File: src/qpm_pkg.sv
`timescale 1ns / 1ps
`default_nettype none

package qpm_pkg;

    localparam int NUM_STAGES = 7;

    localparam int RATE_W  = 22;
    localparam int ANGLE_W = 17;
    localparam int THR_W   = 13;
    localparam int BASE_W  = 16;
    localparam int DEG_W   = 11;
    localparam int TERM_W  = 18;
    localparam int SUM_W   = 20;
    localparam int EZ_W    = 22;
    localparam int MAG_W   = 23;
    localparam int QUO_W   = 21;

    // 180/pi in unsigned Q6.24
    localparam logic [29:0] DEG_PER_RAD_Q24 = 30'd961263669;
    // ceil(2^24 / 5), exact quotient for dividends below 2^22
    localparam logic [21:0] RECIP5_Q24      = 22'd3355444;

    // 260/100 = 13/5
    localparam logic [8:0]  Z_RATE_MULT     = 9'd13;
    localparam logic [12:0] THROTTLE_ZERO   = 13'd1000;

    typedef enum logic [7:0] {
        REG_RATE_GAIN  = 8'd0,
        REG_ANGLE_GAIN = 8'd1
    } t_reg_index;

    typedef struct packed {
        logic [NUM_STAGES-1:0] en;
    } t_pipe_ctl;

    typedef struct packed {
        logic signed [TERM_W-1:0]  px;
        logic signed [TERM_W-1:0]  py;
        logic signed [ANGLE_W-1:0] ez;
        logic signed [THR_W-1:0]   thr;
        logic signed [BASE_W-1:0]  base_front;
        logic signed [BASE_W-1:0]  base_left;
        logic signed [BASE_W-1:0]  base_back;
        logic signed [BASE_W-1:0]  base_right;
    } t_side;

    // floor(m / 5) by reciprocal multiply
    function automatic logic [QUO_W-1:0] div5(input logic [MAG_W-1:0] m);
        logic [44:0] p;
        p = 45'(m) * 45'(RECIP5_Q24);
        return p[44:24];
    endfunction

endpackage

`default_nettype wire

File: src/qpm_motor_out.sv
`timescale 1ns / 1ps
`default_nettype none

// One motor: fold in the yaw correction with truncation toward zero,
// add throttle offset and saturate. Stages 4..6.
module qpm_motor_out (
    input  wire logic                               i_clk,
    input  wire qpm_pkg::t_pipe_ctl                 i_ctl,
    input  wire logic signed [qpm_pkg::SUM_W-1:0]   i_sum,
    input  wire logic signed [qpm_pkg::EZ_W-1:0]    i_ez19,
    input  wire logic                               i_z_sub,
    input  wire logic signed [qpm_pkg::THR_W-1:0]   i_thr,
    output logic signed [15:0]                      o_motor
);

    logic signed [31:0] w_s32;
    logic signed [31:0] w_zt;
    logic signed [31:0] w_t;
    logic [31:0]        w_abs;
    logic signed [22:0] w_q;
    logic signed [22:0] w_v;
    logic signed [22:0] w_r;

    logic [qpm_pkg::MAG_W-1:0]         r_mag4;
    logic                              r_neg4;
    logic signed [qpm_pkg::THR_W-1:0]  r_thr4;
    logic [qpm_pkg::QUO_W-1:0]         r_q5;
    logic                              r_neg5;
    logic signed [qpm_pkg::THR_W-1:0]  r_thr5;
    logic signed [15:0]                r_motor;

    always_comb begin
        // t = S*1280 +/- e*19; result is trunc0(t / 1280)
        w_s32 = 32'(i_sum);
        w_zt  = i_z_sub ? -32'(i_ez19) : 32'(i_ez19);
        w_t   = (w_s32 <<< 10) + (w_s32 <<< 8) + w_zt;
        w_abs = w_t[31] ? 32'(-w_t) : 32'(w_t);

        w_q = $signed({2'b00, r_q5});
        w_v = r_neg5 ? -w_q : w_q;
        w_r = w_v + 23'(r_thr5);
    end

    always_ff @(posedge i_clk) begin
        if (i_ctl.en[4]) begin
            r_mag4 <= w_abs[30:8];
            r_neg4 <= w_t[31];
            r_thr4 <= i_thr;
        end
        if (i_ctl.en[5]) begin
            r_q5   <= qpm_pkg::div5(r_mag4);
            r_neg5 <= r_neg4;
            r_thr5 <= r_thr4;
        end
        if (i_ctl.en[6]) begin
            if (w_r > 23'sd32767) begin
                r_motor <= 16'sh7fff;
            end else if (w_r < -23'sd32768) begin
                r_motor <= 16'sh8000;
            end else begin
                r_motor <= w_r[15:0];
            end
        end
    end

    assign o_motor = r_motor;

endmodule

`default_nettype wire

File: config.mk
export PLATFORM = sky130hd
export DESIGN_NAME = qpm_motor_out
export DESIGN_NICKNAME = d
export VERILOG_FILES = /design/src/qpm_pkg.sv /design/src/qpm_motor_out.sv
export SDC_FILE = /design/constraint.sdc
export NUM_CORES = 1
export LEC_CHECK = 0
export BUFFER_PORTS_ARGS = -buffer_cell sky130_fd_sc_hd__buf_2
export CAP_MARGIN = 20
export CORE_ASPECT_RATIO = 2
export CORE_MARGIN = 3
export CORE_UTILIZATION = 65
export DETAILED_ROUTE_END_ITERATION = 16
export PLACE_DENSITY = 0.84
export SYNTH_ARGS = -nofsm -noshare
export SYNTH_HDL_FRONTEND = slang
export SYNTH_SLANG_ARGS = --single-unit
File: constraint.sdc
create_clock -name i_clk -period 8.6 [get_ports i_clk]
set_input_delay 1.72 -clock i_clk [delete_from_list [all_inputs] [get_ports i_clk]]
set_output_delay 1.72 -clock i_clk [all_outputs]
set_load 0.03 [all_outputs]
==> results of run 1 <==
## sequential cells by signal, indices dropped and copies added, names as in the netlist
register	flops
r_thr4	13
r_neg5	1
r_neg4	1
r_q5	21
r_mag4	23
r_thr5	13
o_motor	16
## cell usage in the layout, fill, tap and decap left out, drive strengths merged, types with 18 or more instances in the layout
| cell type | instances |
|---|---|
| nor2 | 39 |
| xor2 | 42 |
| o21ai | 57 |
| ha | 264 |
| o211ai | 18 |
| a21oi | 56 |
| inv | 281 |
| nor3 | 27 |
| xnor2 | 90 |
| a21o | 32 |
| fa | 180 |
| buf | 76 |
| edfxtp | 88 |
| nand2 | 74 |
## worst max-delay path by stage
| stage | slack, ns | endpoint | start |
|---|---|---|---|
| 6_report | 1.04 | r_q5[18]$_DFFE_PP_ | r_mag4[2]$_DFFE_PP_ |
| 5_1_grt | 0.80 | r_q5[15]$_DFFE_PP_ | r_mag4[2]$_DFFE_PP_ |
| 4_1_cts | 1.16 | r_q5[20]$_DFFE_PP_ | r_mag4[2]$_DFFE_PP_ |
| 3_5_place_dp | 0.94 | r_mag4[21]$_DFFE_PP_ | i_ez19[5] |
| 3_3_place_gp | 1.02 | r_mag4[22]$_DFFE_PP_ | i_ez19[5] |
| 2_1_floorplan | 1.70 | r_mag4[21]$_DFFE_PP_ | i_ez19[5] |
## through the flow
step / util / hold WS [ns] / instance area (um^2) / setup slack, ns / cells
after CTS: 0.705 / 0.421 / 16000 / 1.16 / 1823
after global placement: 0.692 / 0.401 / 15700 / 1.02 / 1807
after global routing: 0.705 / 0.425 / 16000 / 0.802 / 1823
after floorplan: - / 0.400 / 15100 / 1.70 / 1469
final: 0.705 / 0.419 / 16000 / 1.04 / 1823
after detailed placement: 0.692 / 0.406 / 15700 / 0.942 / 1807
## final cells by class
class	instances	area (um^2)
Multi-Input combinational cell	1086	11300
Timing Repair Buffer	76	383
Sequential cell	88	2640
Inverter	277	1040
Clock buffer	9	225
Fill cell	1672	6720
Clock inverter	7	52.6
Tap cell	280	350
## critical path, stage by stage, from the launching register on
cell      delay, ns
edfxtp_1       0.54
ha_1           0.54
xor2_1         0.18
ha_1           0.21
or2_2          0.30
fa_1           0.50
fa_1           0.52
fa_1           0.58
fa_1           0.76
fa_1           0.51
ha_1           0.34
and2_1         0.16
a221oi_1       0.80
nand4b_1       0.21
a21o_1         0.14
a221oi_1       0.20
a41oi_1        0.37
nand2b_1       0.13
a21oi_1        0.24
xnor2_1        0.09
## per-layer routing
layer | vias up | part of all wire | track usage
li1 | 5177 | - | -
met4 | 0 | 0.12 | 0.310
met2 | 414 | 0.55 | 0.608
met1 | 5532 | 0.28 | 0.255
met5 | - | 0 | 0
met3 | 237 | 0.045 | 0.0601
## logic make-up after synthesis
| family | count (synthesis) | synth area share |
|---|---|---|
| AO/OA/AOI/OAI | 262 | 0.124 |
| XOR/XNOR | 132 | 0.0770 |
| adder cells (fa/ha/maj) | 444 | 0.457 |
| buffers and inverters | 295 | 0.0750 |
| flip-flops | 88 | 0.175 |
| multiplexers | 1 | 0.000663 |
| AND/OR/NAND/NOR | 247 | 0.0915 |
==> results.toml, run 1 <==
[synth]
synth_edf_count = 88
synthFlopType = "edfxtp_1"
netlist_area_um2 = 15100
synth_async_sr_flop_share = 0
synth_top_area_share = 0.239
synth-seq-cells = 88
synth_cells = 1469
yosys_warnings = 0
synthTopCellsByCount = "277 x inv_1, 264 x ha_1, 180 x fa_1, 89 x xnor2_1, 88 x edfxtp_1"
avgSynthCellArea_um2 = 10.3
ys_types = 83
ys_seq_area_frac = 0.175
synth_area_leader_cell = "fa_1"
syn_nets = 1977
yosysMostFrequentCell = "inv_1"
synthTopCellsByArea = "fa_1 24%, ha_1 22%, edfxtp_1 17%"

[floorplan]
ios = 80
core_area_um2 = 22700
die_y_um = 222
die_x_um = 114
die_area_um2 = 25200
row_count = 78
initial_utilization = 0.664

[clock_network]
holdBufCountCts = 0
cts_sinks = 88
clockRootBuffer = "clkbuf_16"
htree_levels = 3
clkSlewWorstSetupHoldPaths_ns = 0.07
cts_setup_buffers = 0
cts_resized = 0
cts_max_path_buffers = 2
clock_latency_ns = 0.36
numCtsBuffers = 9
cts_tree = "built"

[sta]
rsz0062_at_grt = "no"
maxSlewHeadroom = 0.252
finalSetupViolations = 0
post-route-period-util = 0.880
tns_ns = 0
fin_crit_ns = 7.56
fmax_ghz = 0.132
maxSlewViolCount = 0
hold_viol_final = 0
fin_worst_skew_ns = 0.0114
worstMarginPinSlew_ns = 1.12

[outcome]
status = "finished clean"

[grt]
grt_first_pass_wirelength_um = 62100
track_usage = 0.321
antenna_found_initial = 0
grt_pass1_vias = 12800
grt-ovfl-total = 0
grt_max_degree = 38

[worst_setup_path]
worstPathMaxFanout = 8
critPathArrivalTime_ns = 7.67
crit_required_ns = 8.71
start_kind = "flop"
end_kind = "flop"
ff2ff_path_depth = 19
r2r-start = "r_mag4[2]$_DFFE_PP_"
regToRegSetupSlack_ns = 1.04
timing.rr.end = "r_q5[18]$_DFFE_PP_"
path_class = "flop to flop"

[worst_hold_path]
hold_path.class = "flop to flop"
min_to = "r_thr5[0]$_DFFE_PP_"
holdPathStages = 0
hold_start = "r_thr4[0]$_DFFE_PP_"

[routing]
wirelength_um = 39100
dr.pass1.iters = 7
vias_per_cell = 6.23
drtIter0Drc = 541
num_vias = 11400
route.detailed.drc = 0
wl_per_cell_um = 21.4
antenna_left = 0

[flow_run]
drv_cap = 0

[placement]
place.port_buffers = 75
place_congestion = 1.03
hpwl_um = 32600

[cells_and_area]
drive_gt1_frac = 0.0901
nets = 2046
num_antenna_cells = 0
syn2layout_area_growth_pct = 6.07
Power of run 1 is left out: the tool's default activity adds up to more than one toggle a clock period on the data nets, which glitch-free logic cannot reach.
==> inputs of run 2 (changes only) <==
--- a/config.mk
+++ b/config.mk
@@ -7,11 +7,13 @@
 export LEC_CHECK = 0
 export BUFFER_PORTS_ARGS = -buffer_cell sky130_fd_sc_hd__buf_2
 export CAP_MARGIN = 20
-export CORE_ASPECT_RATIO = 2
+export CORE_ASPECT_RATIO = 1.25
 export CORE_MARGIN = 3
 export CORE_UTILIZATION = 65
+export CTS_CLUSTER_SIZE = 10
 export DETAILED_ROUTE_END_ITERATION = 16
 export PLACE_DENSITY = 0.84
+export SKIP_LAST_GASP = 1
 export SYNTH_ARGS = -nofsm -noshare
 export SYNTH_HDL_FRONTEND = slang
 export SYNTH_SLANG_ARGS = --single-unit
==> run 2 against run 1 <==
Compared with the run above:
- via count decreased by 3.0%
- highest routed layer unchanged
- cell area increased by 0.23%
- non-clock buffer count unchanged
- critical endpoint is now r_q5[6]$_DFFE_PP_
- flip-flop and latch count unchanged
- critical path depth increased by 1
- sequential share of layout area about the same
- clock skew increased by 0.0024 ns
- first-iteration DRC count decreased by 4.4%
- core utilization increased by 0.87 points
- register-to-register slack improved by 0.16 ns
- global-route usage decreased by 3.8 points
==> results.toml, run 2 (same netlist as run 1, synthesis figures left out) <==
[clock_network]
cts_max_path_buffers = 2
holdBufCountCts = 0
htree_levels = 3
clock_latency_ns = 0.37
cts_tree = "built"
cts_resized = 0
cts_setup_buffers = 0
cts_sinks = 88
numCtsBuffers = 9
clockRootBuffer = "clkbuf_16"
clkSlewWorstSetupHoldPaths_ns = 0.08

[floorplan]
row_count = 61
core_area_um2 = 22500
die_y_um = 176
initial_utilization = 0.671
ios = 80
die_area_um2 = 25100
die_x_um = 142

[cells_and_area]
final_cell_mix = "277 x inv_1, 264 x ha_1, 180 x fa_1"
drive_gt1_frac = 0.0907
num_antenna_cells = 0
final_common_cell = "inv_1"
largest_register_ff_count = 23
nets = 2046
nFillCells = 1579
top_register = "r_mag4"
syn2layout_area_growth_pct = 6.32

[worst_setup_path]
regToRegSetupSlack_ns = 1.20
start_kind = "flop"
critPathTopFamily = "adder cells"
critPathArrivalTime_ns = 7.52
crit_buf_inv = 2
crit_required_ns = 8.72
max_stage_delay_ns = 0.71
ff2ff_path_depth = 20
crit_chain = "ha_1, xor2_1, ha_1, fa_1, fa_1, fa_1, fa_1, inv_1, fa_1, inv_1, ha_1, and2_1, a211o_1, a221oi_1, a21oi_1, and2_1, a31oi_1, nand2b_1, a21oi_1, xnor2_1"
r2r-start = "r_mag4[2]$_DFFE_PP_"
worstPathMaxFanout = 8
end_kind = "flop"
timing.rr.end = "r_q5[6]$_DFFE_PP_"
slowest_stage = "a221oi_1"
path_class = "flop to flop"
crit_start = "r_mag4[2]$_DFFE_PP_"
cp_common_cell = "fa_1"

[sta]
finalSetupViolations = 0
rsz0062_at_grt = "no"
hold_viol_final = 0
maxSlewViolCount = 0
worstMarginPinSlew_ns = 1.01
maxSlewHeadroom = 0.322
whs_ns = 0.424
fmax_ghz = 0.135
fin_worst_skew_ns = 0.0138
post-route-period-util = 0.861
tns_ns = 0
fin_crit_ns = 7.40

[routing]
drtIter0Drc = 517
wl_per_cell_um = 18.7
antenna_left = 0
route.detailed.drc = 0
wirelength_um = 34200
vias_per_cell = 6.04
dr.pass1.iters = 5
num_vias = 11000

[grt]
track_usage = 0.283
grt_pass1_vias = 11900
grt-ovfl-total = 0
grt_first_pass_wirelength_um = 56400
grt_max_degree = 38
antenna_found_initial = 0

[worst_hold_path]
hold_start = "r_thr4[5]$_DFFE_PP_"
hold_path.class = "flop to flop"
holdPathStages = 0
min_to = "r_thr5[5]$_DFFE_PP_"

[placement]
place.port_buffers = 75
hpwl_um = 28100
place_congestion = 0.965

[outcome]
status = "finished clean"

[flow_run]
drv_cap = 0
==> run 2: cell types whose count changed in the layout (fill, tap and decap cells not counted), sizes merged <==
cell and change:
inv -1, clkinvlp +1, bufinv +1, clkinv -1
==> run 2: cell type report <==
| type | count | area [um^2] | area share |
|---|---|---|---|
| clock buffer | 9 | 225 | 0.0140 |
| clock inverter | 7 | 86.3 | 0.00538 |
| multi-input combinational | 1086 | 11300 | 0.705 |
| tap | 283 | 354 | 0.0220 |
| timing repair buffer | 76 | 383 | 0.0238 |
| inverter | 277 | 1040 | 0.0647 |
| sequential | 88 | 2640 | 0.165 |
==> run 2: per-layer routing <==
| metal | track usage | vias to the layer above | routed length (um) |
|---|---|---|---|
| met5 | 0 | - | 0 |
| met4 | 0.125 | 0 | 1530 |
| met3 | 0.0358 | 116 | 1520 |
| met2 | 0.547 | 346 | 18800 |
| met1 | 0.302 | 5382 | 12300 |
| li1 | - | 5178 | - |
==> run 2: worst max path at each step <==
stage / depth (start not counted) / to / slack [ns]
2_1_floorplan: 18 / r_mag4[21]$_DFFE_PP_ / 1.70
3_3_place_gp: 19 / r_mag4[21]$_DFFE_PP_ / 1.17
3_5_place_dp: 19 / r_mag4[22]$_DFFE_PP_ / 1.05
4_1_cts: 20 / r_q5[15]$_DFFE_PP_ / 1.21
5_1_grt: 20 / r_q5[6]$_DFFE_PP_ / 0.78
6_report: 20 / r_q5[6]$_DFFE_PP_ / 1.20
==> run 2: stage by stage <==
step                cells  instance area [um^2]  worst slack [ns]   util
floorplan            1469                 15100              1.70      -
global placement     1810                 15700              1.17  0.699
detailed placement   1810                 15700              1.05  0.699
CTS                  1826                 16100              1.21  0.713
global route         1826                 16100             0.779  0.713
finish               1826                 16100              1.20  0.713
Power of run 2 is left out for the same reason.
