## src/qpm_pkg.sv

```systemverilog
`timescale 1ns / 1ps
`default_nettype none

package qpm_pkg;

    localparam int NUM_STAGES = 7;

    localparam int RATE_W  = 22;
    localparam int ANGLE_W = 17;
    localparam int THR_W   = 13;
    localparam int BASE_W  = 16;
    localparam int DEG_W   = 11;
    localparam int TERM_W  = 18;
    localparam int SUM_W   = 20;
    localparam int EZ_W    = 22;
    localparam int MAG_W   = 23;
    localparam int QUO_W   = 21;

    // 180/pi in unsigned Q6.24
    localparam logic [29:0] DEG_PER_RAD_Q24 = 30'd961263669;
    // ceil(2^24 / 5), exact quotient for dividends below 2^22
    localparam logic [21:0] RECIP5_Q24      = 22'd3355444;

    // 260/100 = 13/5
    localparam logic [8:0]  Z_RATE_MULT     = 9'd13;
    localparam logic [12:0] THROTTLE_ZERO   = 13'd1000;

    typedef enum logic [7:0] {
        REG_RATE_GAIN  = 8'd0,
        REG_ANGLE_GAIN = 8'd1
    } t_reg_index;

    typedef struct packed {
        logic [NUM_STAGES-1:0] en;
    } t_pipe_ctl;

    typedef struct packed {
        logic signed [TERM_W-1:0]  px;
        logic signed [TERM_W-1:0]  py;
        logic signed [ANGLE_W-1:0] ez;
        logic signed [THR_W-1:0]   thr;
        logic signed [BASE_W-1:0]  base_front;
        logic signed [BASE_W-1:0]  base_left;
        logic signed [BASE_W-1:0]  base_back;
        logic signed [BASE_W-1:0]  base_right;
    } t_side;

    // floor(m / 5) by reciprocal multiply
    function automatic logic [QUO_W-1:0] div5(input logic [MAG_W-1:0] m);
        logic [44:0] p;
        p = 45'(m) * 45'(RECIP5_Q24);
        return p[44:24];
    endfunction

endpackage

`default_nettype wire

```

## src/qpm_rate_term.sv

```systemverilog
`timescale 1ns / 1ps
`default_nettype none

// Gyro rate -> derivative term: trunc0(mult * deg / 5), stages 0..2
module qpm_rate_term (
    input  wire logic                                i_clk,
    input  wire qpm_pkg::t_pipe_ctl                  i_ctl,
    input  wire logic signed [qpm_pkg::RATE_W-1:0]   i_rate,
    input  wire logic [8:0]                          i_mult,
    output logic signed [qpm_pkg::TERM_W-1:0]        o_term
);

    logic [qpm_pkg::RATE_W-1:0]  w_abs;
    logic [51:0]                 w_prod;
    logic [qpm_pkg::QUO_W-1:0]   w_quo;

    logic [qpm_pkg::DEG_W-1:0]   r_deg;
    logic                        r_neg0;
    logic [19:0]                 r_m;
    logic                        r_neg1;
    logic signed [qpm_pkg::TERM_W-1:0] r_term;

    always_comb begin
        w_abs  = i_rate[qpm_pkg::RATE_W-1] ? qpm_pkg::RATE_W'(-i_rate)
                                           : qpm_pkg::RATE_W'(i_rate);
        w_prod = 52'(w_abs) * 52'(qpm_pkg::DEG_PER_RAD_Q24);
        w_quo  = qpm_pkg::div5(qpm_pkg::MAG_W'(r_m));
    end

    always_ff @(posedge i_clk) begin
        if (i_ctl.en[0]) begin
            r_deg  <= w_prod[50:40];
            r_neg0 <= i_rate[qpm_pkg::RATE_W-1];
        end
        if (i_ctl.en[1]) begin
            r_m    <= 20'(i_mult) * 20'(r_deg);
            r_neg1 <= r_neg0;
        end
        if (i_ctl.en[2]) begin
            r_term <= r_neg1 ? -$signed({1'b0, w_quo[16:0]})
                             :  $signed({1'b0, w_quo[16:0]});
        end
    end

    assign o_term = r_term;

endmodule

`default_nettype wire

```

## config.mk

```make
export PLATFORM = sky130hd
export DESIGN_NAME = qpm_rate_term
export DESIGN_NICKNAME = d
export VERILOG_FILES = /design/src/qpm_pkg.sv /design/src/qpm_rate_term.sv
export SDC_FILE = /design/constraint.sdc
export NUM_CORES = 1
export LEC_CHECK = 0
export BUFFER_PORTS_ARGS = -buffer_cell sky130_fd_sc_hd__buf_2
export CAP_MARGIN = 30
export CORE_MARGIN = 2
export CORE_UTILIZATION = 25
export DETAILED_ROUTE_END_ITERATION = 7
export GPL_TIMING_DRIVEN = 0
export PLACE_DENSITY = 0.49
export SLEW_MARGIN = 20
export SYNTH_ARGS = -nofsm -noshare
export SYNTH_HDL_FRONTEND = slang
export SYNTH_SLANG_ARGS = --single-unit
```

## constraint.sdc

```tcl
create_clock -name i_clk -period 9.65 [get_ports i_clk]
set_input_delay 0.965 -clock i_clk [delete_from_list [all_inputs] [get_ports i_clk]]
set_output_delay 0.965 -clock i_clk [all_outputs]
set_load 0.01 [all_outputs]
```

==> impl_metrics.yaml, run 1 <==
synthesis:
  synth_area_mm2: 0.02267
  synth.ff_latch_count: 51
  syn_avg_cell_area_um2: 9.950
  synthCells: 2278
  synth_warnings: 0
  yosys_most_used_dff: "edfxtp_1"
  async_flop_share_pct: 0
  synth-edff-count: 51
  syn-num-nets: 3232
  yosysSeqAreaShare_pct: 6.757
  synth_cell_type_count: 64
place:
  gp_congestion: 0.8696
  port_buffers: 52
  hpwl_um: 51250
  placed_area_mm2: 0.02448
cts:
  root_buffer: "clkbuf_16"
  numCtsBuffers: 5
  cts.path.max_buffers: 2
  cts_tree: "done"
  htree_levels: 2
  clkSlewWorstSetupHoldPaths_ps: 90
  clk_latency_ps: 330
  clock-sinks: 51
  hold_buffers: 0
worst_setup_path:
  cp.arrival_ps: 9430
  start_kind: "input port"
  critPathKind: "input port to register"
  crit_fanout: 10
  cp.required_ps: 9840
  endpoint_kind: "register"
timing:
  fin_setup_tns_ps: 0
  fin_crit_ps: 9241
  skew_ps: 15.10
  max_slew_margin_pct: 41.47
  period_share_pct: 95.76
  fmax_ghz: 0.1082
  hold_viol: 0
  tightest_slew_ps: 876.1
  drv_slew: 0
  setup_viol: 0
hold_path:
  hp-class: "register to register"
final_layout:
  fin_util_pct: 27.53
  layout-drive-gt1-share_pct: 4.394
  area_delta_synth_final_pct: 9.169
  diodes: 0
  stdcell_area_mm2: 0.02474
  nNetsFinal: 3297
floorplan:
  fp.dieW_um: 305.1
  core_area_mm2: 0.08987
  start_util_pct: 25.22
  die_area_mm2: 0.09309
  num_rows: 110
  die_height_um: 305.1
  pin_count: 57
global_routing:
  grtUsageTotal_pct: 12.45
  grt.overflow.total: 0
  grt_pass1_vias: 15990
  grt_max_degree: 22
  grt_pass1_wl_um: 89930
  antenna_found_initial: 1
route:
  dr.first_iter.drc_count: 718
  final_antenna_net_count: 0
  wl_per_cell_um: 16.04
  vias: 15020
  drt_pass1_iterations: 7
  vias_per_cell: 4.267
  drc: 0
  wirelength_um: 56450
run:
  cap_viol_max_count: 0
run_status:
  status: "finished clean"
-- area by class of cell --
| type | count | area, um^2 |
|---|---|---|
| fillers | 9554 | 65130 |
| multi-input cells | 1531 | 18670 |
| inverters | 674 | 2530 |
| flip-flops and latches | 51 | 1531 |
| well taps | 1176 | 1471 |
| repair buffers | 58 | 300.3 |
| clock buffers | 5 | 125.1 |
| plain buffers | 22 | 83.83 |
| clock inverters | 3 | 27.53 |
-- metrics by stage --
stage,hold slack [ps],setup WS [ps],instances
5_1_grt,510.6,-13.27,3520
3_5_place_dp,482.8,-930.7,3510
6_report,490.7,409.4,3520
3_3_place_gp,482.2,-1958,3506
2_1_floorplan,400.3,581.2,2278
4_1_cts,504.1,45.75,3519
-- placed cells by master, fill, tap and decap left out, drive strengths merged, types with 22 or more instances in the layout --
master and n:
ha 477, o21ai 48, fa 438, nor2 37, a21oi 54, xnor2 58, xor2 22, buf 59
inv 675, clkbuf 26, nand2 122, and2 43, a21o 42, nand3 22, edfxtp 51
-- kinds of logic after synthesis --
family	Yosys count	share of synthesized area [%]
adders and majority gates	915	65.02
buffers and inverters	696	11.53
and+or+nand+nor	300	6.619
AOI/OAI and AO/OA	236	6.983
xor gates and xnor gates	80	3.091
DFF	51	6.757
-- cells in the mapped netlist (3+ instances only) --
| library cell | instances | area, um^2 |
|---|---|---|
| a2111oi_0 | 4 | 35.03 |
| a211o_1 | 5 | 43.79 |
| a211oi_1 | 11 | 82.58 |
| a21boi_0 | 5 | 37.54 |
| a21o_1 | 42 | 315.3 |
| a21oi_1 | 54 | 270.3 |
| a31oi_1 | 10 | 62.56 |
| and2_1 | 43 | 269.0 |
| and3_1 | 5 | 31.28 |
| and4_1 | 4 | 35.03 |
| clkbuf_1 | 21 | 78.83 |
| edfxtp_1 | 51 | 1531 |
| fa_1 | 438 | 8768 |
| ha_1 | 477 | 5968 |
| inv_1 | 674 | 2530 |
| nand2_1 | 121 | 454.2 |
| nand2b_1 | 8 | 50.05 |
| nand3_1 | 21 | 105.1 |
| nand4_1 | 12 | 75.07 |
| nor2_1 | 37 | 138.9 |
| nor2b_1 | 4 | 25.02 |
| nor3_1 | 15 | 75.07 |
| nor4_1 | 6 | 37.54 |
| o211ai_1 | 6 | 45.04 |
| o21a_1 | 5 | 37.54 |
| o21ai_0 | 44 | 220.2 |
| o21ai_1 | 4 | 20.02 |
| o21bai_1 | 5 | 37.54 |
| o31ai_1 | 13 | 97.59 |
| o41ai_1 | 3 | 26.28 |
| or2_2 | 4 | 25.02 |
| or3_1 | 6 | 37.54 |
| or4_1 | 3 | 22.52 |
| xnor2_1 | 58 | 508.0 |
| xor2_1 | 22 | 192.7 |
-- metal layers --
metal / vias to the layer above / part of all wire [%] / track usage (%) / routed length [um]
li1: 7277 / - / - / -
met1: 7566 / 48 / 17.22 / 26930
met2: 157 / 49 / 21.55 / 27660
met3: 19 / 2.6 / 1.349 / 1470
met4: 2 / 0.67 / 1.232 / 376
met5: - / 0.018 / 0 / 10
-- worst max-delay path: stages --
cell and delay [ps]:
buf_2 200, clkbuf_1 350, o31ai_1 160, xnor2_1 690, inv_1 320, fa_1 680
inv_1 90, fa_1 530, inv_1 50, fa_1 520, fa_1 450, fa_1 470
fa_1 510, inv_1 70, fa_1 500, inv_1 40, ha_1 300, a21o_1 170
a21o_1 200, a21o_1 180, a21o_1 180, a2111oi_2 520, o31ai_1 170, o21ai_2 350
a21oi_2 180, or4_1 430, nand4_1 140
-- what timing repair did --
| item | in CTS | in global routing |
|---|---|---|
| endpoints found under the setup margin | 6 | 8 |
| resized for setup | 7 | 10 |
| pin swaps | 1 | 0 |
| buffers inserted | 1 | 0 |
| gates cloned | 0 | 0 |
-- state kept, by name (all words and copies together), names as in the netlist --
name and flops:
o_term 18, r_m 20, r_neg0 1, r_deg 11
r_neg1 1
-- worst paths after layout --
path / from / endpoint / slack, ps / cells past startpoint
setup / recovery: i_rate[21] / r_deg[7]$_DFFE_PP_ / 410 / 27
hold / removal: r_neg0$_DFFE_PP_ / r_neg1$_DFFE_PP_ / 490 / 0
setup reg to reg: r_m[13]$_DFFE_PP_ / o_term[16]$_DFFE_PP_ / 1940 / 22
hold reg to reg: r_neg0$_DFFE_PP_ / r_neg1$_DFFE_PP_ / 490 / 0
Power of run 1 is left out: the tool's default activity adds up to more than one toggle a clock period on the data nets, which glitch-free logic cannot reach.
==> inputs of run 2 (changes only) <==
--- a/config.mk
+++ b/config.mk
@@ -5,13 +5,13 @@
 export SDC_FILE = /design/constraint.sdc
 export NUM_CORES = 1
 export LEC_CHECK = 0
-export BUFFER_PORTS_ARGS = -buffer_cell sky130_fd_sc_hd__buf_2
+export BUFFER_PORTS_ARGS = -buffer_cell sky130_fd_sc_hd__clkbuf_2
 export CAP_MARGIN = 30
 export CORE_MARGIN = 2
 export CORE_UTILIZATION = 25
 export DETAILED_ROUTE_END_ITERATION = 7
 export GPL_TIMING_DRIVEN = 0
-export PLACE_DENSITY = 0.49
+export PLACE_DENSITY = 0.45
 export SLEW_MARGIN = 20
 export SYNTH_ARGS = -nofsm -noshare
 export SYNTH_HDL_FRONTEND = slang
==> run 2 against run 1 <==
Against the previous run:
- clock skew down 3.8 ps
- flip-flop and latch count is the same
- sequential share of layout area hardly changed
- first-iteration DRC count fell by 13%
- largest cell class unchanged
==> impl_metrics.yaml, run 2 (synthesis results as in run 1) <==
hold_path:
  hp-class: "register to register"
  hold_path_depth: 0
run:
  cap_viol_max_count: 0
route:
  final_antenna_net_count: 0
  vias_per_cell: 4.252
  drt_pass1_iterations: 5
  wl_per_cell_um: 16.20
  dr.first_iter.drc_count: 625
  vias: 15010
  wirelength_um: 57160
  drc: 0
worst_setup_path:
  slowest_stage: "xnor2_1"
  cp.required_ps: 9830
  critPathKind: "input port to register"
  start_kind: "input port"
  path_buf_inv: 8
  endpoint_kind: "register"
  crit_path_max_incr_delay_ps: 700
  crit_fanout: 10
  critPathMostFrequentCell: "fa_1"
  cp.arrival_ps: 9460
  crit_cells: 28
  rr_worst_depth: 22
  cp_top_family: "adder cells"
timing:
  hold_viol: 0
  timing.hold.ws_ps: 449.9
  fin_crit_ps: 9279
  period_share_pct: 96.15
  grt_setup_unrepaired: "false"
  setup_viol: 0
  tightest_slew_ps: 915.9
  max_slew_margin_pct: 38.50
  fmax_ghz: 0.1078
  drv_slew: 0
  skew_ps: 11.31
final_layout:
  area_delta_synth_final_pct: 9.428
  fin_util_pct: 27.60
  final-instance-count-excl-fill: 3529
  stdcell_area_mm2: 0.02480
  final_common_cell: "inv_1"
  n_fill_cell: 9583
  top_register: "r_m"
  nNetsFinal: 3304
  largest_reg_flops: 20
  mostFrequentLayoutCells: "inv_1 (674), ha_1 (477), fa_1 (438), nand2_1 (121), a21oi_1 (53)"
  layout-drive-gt1-share_pct: 4.764
global_routing:
  antenna_found_initial: 1
  grt_use_met1_pct: 17.80
  grt_pass1_vias: 16190
  grt.busiest_layer: "met2"
  grt_max_degree: 22
  grt.overflow.total: 0
  met2_usage_pct: 22.15
  grt_pass1_wl_um: 92360
  met3_usage_pct: 0.9387
  grtUsageTotal_pct: 12.75
cts:
  htree_levels: 2
  cts.path.max_buffers: 2
  clock-sinks: 51
  cts_tree: "done"
  root_buffer: "clkbuf_16"
  numCtsBuffers: 5
  clkSlewWorstSetupHoldPaths_ps: 80
  clk_latency_ps: 320
place:
  placed_area_mm2: 0.02448
  gp_congestion: 0.8490
  hpwl_um: 52660
  place_inst: 3509
  port_buffers: 52
floorplan:
  die_area_mm2: 0.09309
  pin_count: 57
  die_height_um: 305.1
  core_area_mm2: 0.08987
  fp.dieW_um: 305.1
  start_util_pct: 25.22
  num_rows: 110
run_status:
  status: "finished clean"
-- run 2: what timing repair did --
action,CTS,global route
hold buffers,0,0
resized for setup,5,13
endpoints found under the setup margin,6,8
buffers inserted,1,8
pin swaps,1,2
-- run 2: layer usage --
metal	share of wire [%]	vias to the layer above
met5	0.014	-
met4	0.80	2
met3	2.4	21
met2	50	148
met1	47	7541
li1	-	7293
-- run 2: final cells by class --
cell class	instances	area, um^2	area share [%]
tap	1176	1471	5.933
inverter	674	2530	10.20
clock buffer	5	125.1	0.5045
sequential	51	1531	6.175
antenna	2	5.005	0.02018
timing repair buffer	65	349.1	1.407
multi-input combinational	1531	18680	75.31
clock inverter	3	26.28	0.1059
buffer	22	85.08	0.3430
-- run 2: final timing paths --
check	start	endpoint	slack [ps]
max	i_rate[21]	r_deg[7]$_DFFE_PP_	370
min	r_neg0$_DFFE_PP_	r_neg1$_DFFE_PP_	450
max reg2reg	r_m[15]$_DFFE_PP_	o_term[16]$_DFFE_PP_	2200
min reg2reg	r_neg0$_DFFE_PP_	r_neg1$_DFFE_PP_	450
-- run 2: worst register-to-register path, stage by stage, from the launching register on --
cell      delay, ps
edfxtp_1        570
ha_1            410
inv_1           130
fa_1            580
inv_1            50
ha_1            340
fa_1            520
inv_1            50
fa_1            470
inv_1            50
fa_1            620
fa_1            440
ha_1            340
nand2_1         140
nor4_1          580
a211oi_2        170
xnor2_1         220
inv_1            90
ha_1            150
nor3b_1         640
nand3_2         220
o31ai_1         330
xnor2_1         100
-- run 2: through the flow --
stage               setup TNS, ps  worst slack, ps
floorplan                       0            581.2
global placement           -15810            -2072
detailed placement          -3977           -687.8
CTS                             0            7.520
global route                    0            27.01
finish                          0            371.2
Power of run 2 is left out for the same reason.
==> inputs of run 3 (changes only) <==
--- a/config.mk
+++ b/config.mk
@@ -5,6 +5,7 @@
 export SDC_FILE = /design/constraint.sdc
 export NUM_CORES = 1
 export LEC_CHECK = 0
+export ABC_AREA = 1
 export BUFFER_PORTS_ARGS = -buffer_cell sky130_fd_sc_hd__clkbuf_2
 export CAP_MARGIN = 30
 export CORE_MARGIN = 2
==> constraint.sdc (replaced) <==
create_clock -name i_clk -period 9.65 [get_ports i_clk]
set_input_delay 0.4825 -clock i_clk [delete_from_list [all_inputs] [get_ports i_clk]]
set_output_delay 0.4825 -clock i_clk [all_outputs]
set_load 0.01 [all_outputs]
==> run 3 against run 2 <==
Against the previous run:
- fmax increased by 5.3%
- die area increased by 8.8%
- first-iteration DRC count increased by 18%
- clock skew increased by 2.3 ps
- critical endpoint is now r_deg[8]$_DFFE_PP_
- highest routed layer is now met4
==> impl_metrics.yaml, run 3 <==
worst_setup_path:
  cp.arrival_ps: 8880
  critPathMostFrequentCell: "fa_1"
  crit_fanout: 9
  critPathKind: "input port to register"
  rr_worst_depth: 25
  cp.required_ps: 9720
  r2r_end: "o_term[12]$_DFFE_PP_"
  crit_path_max_incr_delay_ps: 710
  reg2reg_slack_ps: 2970
  r2r-start: "r_m[7]$_DFFE_PP_"
  slowest_stage: "xor2_1"
  start_kind: "input port"
  endpoint_kind: "register"
final_layout:
  mostFrequentLayoutCells: "inv_1 (901), nand2_1 (481), ha_1 (477), fa_1 (438), nor2_1 (136)"
  nNetsFinal: 3948
  final_common_cell: "inv_1"
  fin_util_pct: 27.30
  n_fill_cell: 10800
  top_register: "r_m"
  layout-drive-gt1-share_pct: 3.706
  largest_reg_flops: 20
  area_delta_synth_final_pct: 8.516
  diodes: 0
floorplan:
  die_height_um: 318.2
  fp.dieW_um: 318.2
  die_area_mm2: 0.1013
  start_util_pct: 25.15
  core_area_mm2: 0.09813
  pin_count: 57
  num_rows: 115
route:
  top_layer: "met4"
  final_antenna_net_count: 0
  drt_pass1_iterations: 5
  wl_per_cell_um: 15.88
  wl_met3_um: 948
  drc: 0
  vias_per_cell: 4.156
  wl_met2_um: 34520
  vias: 17800
  wirelength_um: 68000
  drt-met1-wl_um: 31740
  dr.first_iter.drc_count: 736
timing:
  grt_setup_unrepaired: "false"
  fin_crit_ps: 8810
  timing.hold.ws_ps: 428.5
  max_slew_margin_pct: 35.20
  hold_viol: 0
  fin_setup_tns_ps: 0
  tightest_slew_ps: 968.7
  fin_ws_ps: 839.8
  period_share_pct: 91.30
  setup_viol: 0
  drv_slew: 0
  fmax_ghz: 0.1135
  skew_ps: 13.62
cts:
  cts_resized: 0
  root_buffer: "clkbuf_16"
  clkSlewWorstSetupHoldPaths_ps: 70
  clock-sinks: 51
  numCtsBuffers: 5
  hold_buffers: 0
  cts.path.max_buffers: 2
  cts_setup_buffers: 0
  htree_levels: 2
  cts_tree: "done"
  clk_latency_ps: 320
synthesis:
  netlist_top_cells_count: "inv_1 (901), nand2_1 (481), ha_1 (477)"
  synth_cell_type_count: 43
  post-synth-top-count-cell: "inv_1"
  synth-edff-count: 51
  synth_largest_area_cell: "fa_1"
  ys_top_cells_by_area: "fa_1 (36%), ha_1 (24%), inv_1 (14%)"
  synth_warnings: 0
  yosys_most_used_dff: "edfxtp_1"
  synthCells: 2929
  yosysSeqAreaShare_pct: 6.204
  async_flop_share_pct: 0
  synth_top_cell_area_share_pct: 35.52
  synth_area_mm2: 0.02468
  syn-num-nets: 3883
  synth.ff_latch_count: 51
  syn_avg_cell_area_um2: 8.427
hold_path:
  hp-class: "register to register"
  holdPathEnd: "r_neg1$_DFFE_PP_"
  hold_path_depth: 0
  min_from: "r_neg0$_DFFE_PP_"
global_routing:
  grt.overflow.total: 0
  grtUsageTotal_pct: 13.83
  grt_pass1_vias: 19360
  grt_pass1_wl_um: 109300
  grt_max_degree: 22
  antenna_found_initial: 0
run_status:
  status: "finished clean"
place:
  port_buffers: 52
  gp_congestion: 0.8776
  hpwl_um: 63520
  preCtsSetupSlack_ps: 475.4
run:
  cap_viol_max_count: 0
## run 3: cell type report
class | instances | area (um^2) | share of cell area, %
Multi-Input combinational cell | 1949 | 19680 | 73.48
Inverter | 903 | 3390 | 12.65
Tap cell | 1287 | 1610 | 6.012
Sequential cell | 51 | 1531 | 5.717
Timing Repair Buffer | 58 | 302.8 | 1.130
Clock buffer | 6 | 128.9 | 0.4811
Buffer | 26 | 101.3 | 0.3784
Clock inverter | 2 | 38.79 | 0.1448
## run 3: critical path, delay by kind of cell
family / cells / cell delay, ps
buf+inv: 7 / 760
compound gates: 1 / 220
simple gates: 13 / 2490
xor+xnor: 2 / 770
fa+ha+maj: 9 / 4150
## run 3: kinds of logic after synthesis
| logic type | Yosys count | share of synthesized area (%) |
|---|---|---|
| buf+inv | 929 | 14.14 |
| flops | 51 | 6.204 |
| compound gates | 204 | 4.623 |
| simple gates | 761 | 12.82 |
| fa+ha+maj | 915 | 59.70 |
| xor+xnor | 69 | 2.509 |
## run 3: worst max-delay path by stage
| stage | start | endpoint | slack [ps] |
|---|---|---|---|
| final | i_rate[0] | r_deg[8]$_DFFE_PP_ | 840 |
| after global routing | i_rate[0] | r_deg[8]$_DFFE_PP_ | 260 |
| after CTS | i_rate[0] | r_deg[8]$_DFFE_PP_ | 810 |
| after detailed placement | i_rate[0] | r_deg[8]$_DFFE_PP_ | 480 |
| after global placement | i_rate[0] | r_deg[8]$_DFFE_PP_ | -100 |
| after floorplan | i_rate[0] | r_deg[9]$_DFFE_PP_ | 2140 |
## run 3: per-stage QoR
step                      instances  instance area (um^2)
after floorplan                2929                 24680
after global placement         4268                 26550
after detailed placement       4272                 26600
after CTS                      4280                 26770
after global routing           4282                 26790
final                          4282                 26790
## run 3: layer usage
metal  vias to the layer above  track usage, %
met5                         -               0
met4                         0           1.991
met3                        28          0.4070
met2                       139           25.16
met1                      8708           18.59
li1                       8921               -
Power of run 3 is left out for the same reason.
